`config.mk`:
```
export PLATFORM = sky130hd
export DESIGN_NAME = tmhq_alu
export DESIGN_NICKNAME = d
export VERILOG_FILES = /design/src/rtl/tmhq_pkg.sv /design/src/rtl/tmhq_alu.sv
export SDC_FILE = /design/constraint.sdc
export NUM_CORES = 1
export LEC_CHECK = 0
export ABC_CLOCK_PERIOD_IN_PS = 2900
export BUFFER_PORTS_ARGS = -buffer_cell sky130_fd_sc_hd__buf_2
export CAP_MARGIN = 15
export CORE_ASPECT_RATIO = 1.5
export CORE_MARGIN = 5
export CORE_UTILIZATION = 48
export DETAILED_ROUTE_END_ITERATION = 10
export PLACE_DENSITY = 0.86
export SYNTH_ARGS = -nofsm -noshare
export SYNTH_HDL_FRONTEND = slang
export SYNTH_SLANG_ARGS = --single-unit
```
`constraint.sdc`:
```
create_clock -name vclk -period 2.9
set_input_delay 0.145 -clock vclk [all_inputs]
set_output_delay 0.145 -clock vclk [all_outputs]
set_load 0.02 [all_outputs]
```
`src/rtl/tmhq_pkg.sv`:
```
// Shared types and constants for the ternary min-heap queue.
// Request/status codes, sequencer states and compare-unit operations.
// No dependencies.
`default_nettype none

package tmhq_pkg;

  localparam int KEY_W    = 32;
  localparam int CNT_W    = 11;
  // (x * DIV3_MUL) >> DIV3_SH equals x / 3 for every x below 2**17
  localparam int DIV3_MUL = 43691;
  localparam int DIV3_SH  = 17;

  typedef logic signed [KEY_W-1:0] key_t;
  typedef logic [CNT_W-1:0]        count_t;

  typedef enum logic {
    REQ_INSERT  = 1'b0,
    REQ_EXTRACT = 1'b1
  } req_t;

  typedef enum logic [1:0] {
    ST_INSERTED  = 2'd0,
    ST_EXTRACTED = 2'd1,
    ST_FULL      = 2'd2,
    ST_EMPTY     = 2'd3
  } status_t;

  typedef enum logic [1:0] {
    ALU_KEY_RD,
    ALU_RD_BEST,
    ALU_BEST_KEY
  } alu_op_t;

  typedef enum logic [3:0] {
    S_IDLE,
    S_UP_RD,
    S_UP_CMP,
    S_EX_ROOT,
    S_EX_LAST,
    S_EX_KEY,
    S_DN_RD,
    S_DN_CMP,
    S_DN_DEC,
    S_WR_KEY,
    S_FINISH
  } state_t;

endpackage

`default_nettype wire

```
`src/rtl/tmhq_alu.sv`:
```
// Shared signed key comparator with operand select.
// Every ordering decision of both sift directions goes through here.
// Depends on tmhq_pkg.
`default_nettype none

module tmhq_alu (
  input  wire tmhq_pkg::alu_op_t op,
  input  wire tmhq_pkg::key_t    key,
  input  wire tmhq_pkg::key_t    rdata,
  input  wire tmhq_pkg::key_t    best,
  output logic                   lt
);
  import tmhq_pkg::*;

  key_t a;
  key_t b;

  always_comb begin
    unique case (op)
      ALU_KEY_RD: begin
        a = key;
        b = rdata;
      end
      ALU_RD_BEST: begin
        a = rdata;
        b = best;
      end
      ALU_BEST_KEY: begin
        a = best;
        b = key;
      end
      default: begin
        a = key;
        b = key;
      end
    endcase
  end

  assign lt = a < b;

endmodule

`default_nettype wire

```
==> flow_metrics.py <==
metrics = {
    "status": {
        "status": "finished, violations left",
        "failed_checks": "negative setup slack",
    },
    "layout": {
        "finalInstanceArea_um2": 2993,
        "layout.clock_buffers": 0,
        "utilization_pct": 82.80,
        "num-nets-final": 515,
        "final_layout_size_suffix_gt1_share_pct": 48.29,
        "fin_cells": 424,
        "area.growth.synth_to_final_pct": 68.45,
        "register_area_um2": 0,
        "seq_cells": 0,
        "antenna-diode-count": 0,
    },
    "critical_path": {
        "worst-endpoint-required_ns": 2.76,
        "startpoint_type": "input pin",
        "worst_setup_path_end_kind": "output port",
        "critical_path_class": "input pin to output port",
        "timing.critical_path.arrival_ns": 2.89,
        "worstPathMaxFanout": 10,
    },
    "synth": {
        "synth.cell_area_um2": 1777,
        "synthesis.yosys.warnings": 0,
        "post_synth.cell_area_avg_um2": 6.705,
        "net_count_of_the_mapped_netlist": 397,
        "synth-seq-area-share_pct": 0,
        "synth_cell_type_count": 29,
        "syn-instance-count": 265,
    },
    "drt": {
        "drt_pass1_iterations": 5,
        "totalWireLength_um": 8482,
        "post-route-drc-count": 0,
        "antenna_violating_nets_post_route": 0,
        "wire_per_inst_um": 20.00,
        "num_vias": 2854,
        "drtIter0Drc": 235,
        "avgViaCountPerCell": 6.731,
    },
    "power": {
        "power_density_nw_per_um2": 253.3,
        "ir_drop_mv": 0.1840,
        "totalPowerFinal_mw": 0.7581,
        "static-leakage-power_nw": 1.413,
    },
    "placed_design": {
        "routabilityCongestion": 0.8486,
        "placed_cells_incl_taps": 403,
        "dpl-instance-area_um2": 2469,
        "placement.io_buffers": 99,
        "post-place-ws_ns": -0.1532,
        "hpwl_um": 5058,
    },
    "floorplanning": {
        "fp.dieH_um": 84.52,
        "ios": 99,
        "row_count": 27,
        "design.die.area_um2": 5043,
        "die_width_um": 59.68,
        "core-area_um2": 3615,
        "initial_utilization_pct": 49.15,
    },
    "global_route": {
        "grt_use_total_pct": 26.67,
        "number_of_global_route_vias_before_repair": 2609,
        "largest_net_degree_at_the_start_of_global_routing": 30,
        "grt_pass1_wl_um": 11140,
        "grt_antenna_before_repair": 0,
        "overflow": 0,
    },
    "hold_path": {
        "number_of_instances_on_the_worst_hold_path": 6,
        "hp-class": "input pin to output port",
        "worst_hold_launch": "key[30]",
        "min_to": "lt",
    },
    "timing": {
        "slew_headroom_pct": 74.91,
        "final_ws_setup_ns": -0.1354,
        "final_period_minus_worst_setup_slack_ns": 3.035,
        "hold_viol_final": 0,
        "fmaxAchievable_ghz": 0.3294,
        "final.period_utilization_pct": 104.7,
        "setup-violations-final": 1,
        "grt_setup_unrepaired": "true",
        "worst_slew_pin_slew_ns": 0.3735,
        "final-max-slew-violation-count": 0,
    },
    "clock_network": {
        "cts_hold_buf": 0,
    },
    "run": {
        "max-cap-violations": 0,
    },
}
==> timing repair <==
item                                    CTS  global route
buffers inserted                         13             3
cloned                                    3             2
gates resized for setup                  27            31
endpoints found under the setup margin    1             1
pin swaps                                16            32
==> placed cells by master (no fill, tap or decap), types with 2 or more instances in the layout <==
cell type / synthesis / final
sky130_fd_sc_hd__a2111oi_4: 0 / 2
sky130_fd_sc_hd__a21o_1: 5 / 5
sky130_fd_sc_hd__a21oi_1: 72 / 54
sky130_fd_sc_hd__a21oi_2: 0 / 18
sky130_fd_sc_hd__a22o_1: 32 / 32
sky130_fd_sc_hd__a22oi_1: 32 / 25
sky130_fd_sc_hd__a22oi_2: 0 / 7
sky130_fd_sc_hd__buf_12: 0 / 8
sky130_fd_sc_hd__buf_16: 0 / 2
sky130_fd_sc_hd__buf_2: 3 / 97
sky130_fd_sc_hd__buf_4: 0 / 26
sky130_fd_sc_hd__buf_6: 0 / 4
sky130_fd_sc_hd__clkbuf_16: 0 / 2
sky130_fd_sc_hd__ha_1: 34 / 31
sky130_fd_sc_hd__ha_4: 0 / 3
sky130_fd_sc_hd__nand2_1: 4 / 3
sky130_fd_sc_hd__nand4_1: 5 / 5
sky130_fd_sc_hd__nor2_1: 35 / 31
sky130_fd_sc_hd__nor2_2: 0 / 3
sky130_fd_sc_hd__o21a_1: 2 / 2
sky130_fd_sc_hd__o21ai_1: 2 / 2
==> report_power, final <==
part / internal, mW / switching [mW] / total [mW]
Clock: 0 / 0 / 0
Combinational: 0.378 / 0.380 / 0.758
Sequential: 0 / 0 / 0
==> critical path, cell delays in order <==
cell and delay [ns]:
sky130_fd_sc_hd__buf_6 0.09, sky130_fd_sc_hd__inv_4 0.04, sky130_fd_sc_hd__ha_4 0.19, sky130_fd_sc_hd__buf_12 0.16, sky130_fd_sc_hd__buf_16 0.14, sky130_fd_sc_hd__a22oi_2 0.16, sky130_fd_sc_hd__a21oi_2 0.10, sky130_fd_sc_hd__ha_1 0.31
sky130_fd_sc_hd__nand4_1 0.15, sky130_fd_sc_hd__or4_4 0.56, sky130_fd_sc_hd__o21ai_1 0.17, sky130_fd_sc_hd__o21ba_1 0.18, sky130_fd_sc_hd__o31ai_2 0.07, sky130_fd_sc_hd__a21oi_2 0.07, sky130_fd_sc_hd__mux2i_2 0.18, sky130_fd_sc_hd__buf_4 0.17
==> through the flow <==
stage / hold WS (ns) / TNS, ns
after detailed placement: 0.9971 / -0.1532
after global routing: 1.027 / -0.2708
after global placement: 0.9953 / -0.1091
final: 1.005 / -0.1354
after CTS: 0.9844 / 0
after floorplan: 0.6994 / 0
==> metal layers <==
layer	vias up	track usage (%)	wire length, um
li1	1293	-	-
met1	1307	28.66	2898
met2	196	50.39	4430
met3	58	2.000	557
met4	0	10.89	595
met5	-	0	0
==> logic make-up after synthesis <==
logic type                 synth area share [%]
AOI/OAI and AO/OA                         56.90
and+or+nand+nor                           12.89
adders and majority gates                 23.94
buffers and inverters                     5.704
muxes                                    0.5634
==> cell type report <==
class | instances | area (um^2)
multi-input cells | 239 | 1906
inverters | 2 | 10.01
well taps | 43 | 53.80
fillers | 220 | 621.8
repair buffers | 140 | 1023
==> worst max path at each step <==
stage          start  to  slack [ns]
3_3_place_gp   op[1]  lt       -0.11
2_1_floorplan  op[1]  lt       0.005
6_report       op[1]  lt       -0.14
5_1_grt        op[1]  lt       -0.27
3_5_place_dp   op[1]  lt       -0.15
4_1_cts        op[1]  lt        0.03
==> cell usage after synthesis <==
library cell                instances  area (um^2)
sky130_fd_sc_hd__nand4_1            5        31.28
sky130_fd_sc_hd__a31oi_1            1        6.260
sky130_fd_sc_hd__buf_1              5        18.77
sky130_fd_sc_hd__a22oi_1           32        240.2
sky130_fd_sc_hd__a2111oi_0          2        17.52
sky130_fd_sc_hd__nand3_1            1        5.000
sky130_fd_sc_hd__nor3_1             1        5.000
sky130_fd_sc_hd__or4_4              1        11.26
sky130_fd_sc_hd__a221oi_1           1        8.760
sky130_fd_sc_hd__a21o_1             5        37.54
sky130_fd_sc_hd__mux2i_1            1        10.01
sky130_fd_sc_hd__o21ba_1            1        10.01
sky130_fd_sc_hd__o21ai_1            2        10.01
sky130_fd_sc_hd__a22o_1            32        280.3
sky130_fd_sc_hd__a221o_1            1        10.01
sky130_fd_sc_hd__nor4_1             1        6.260
sky130_fd_sc_hd__inv_1              2        7.510
sky130_fd_sc_hd__o21a_1             2        15.01
sky130_fd_sc_hd__o211ai_1           1        7.510
sky130_fd_sc_hd__a21oi_1           72        360.4
sky130_fd_sc_hd__or2b_1             1        7.510
sky130_fd_sc_hd__and3_1             1        6.260
sky130_fd_sc_hd__clkbuf_1          16        60.06
sky130_fd_sc_hd__buf_2              3        15.01
sky130_fd_sc_hd__nor3_2             1        10.01
sky130_fd_sc_hd__o31ai_1            1        7.510
sky130_fd_sc_hd__ha_1              34        425.4
sky130_fd_sc_hd__nor2_1            35        131.4
sky130_fd_sc_hd__nand2_1            4        15.01
No activity file was read; power rests on OpenSTA's default activity.
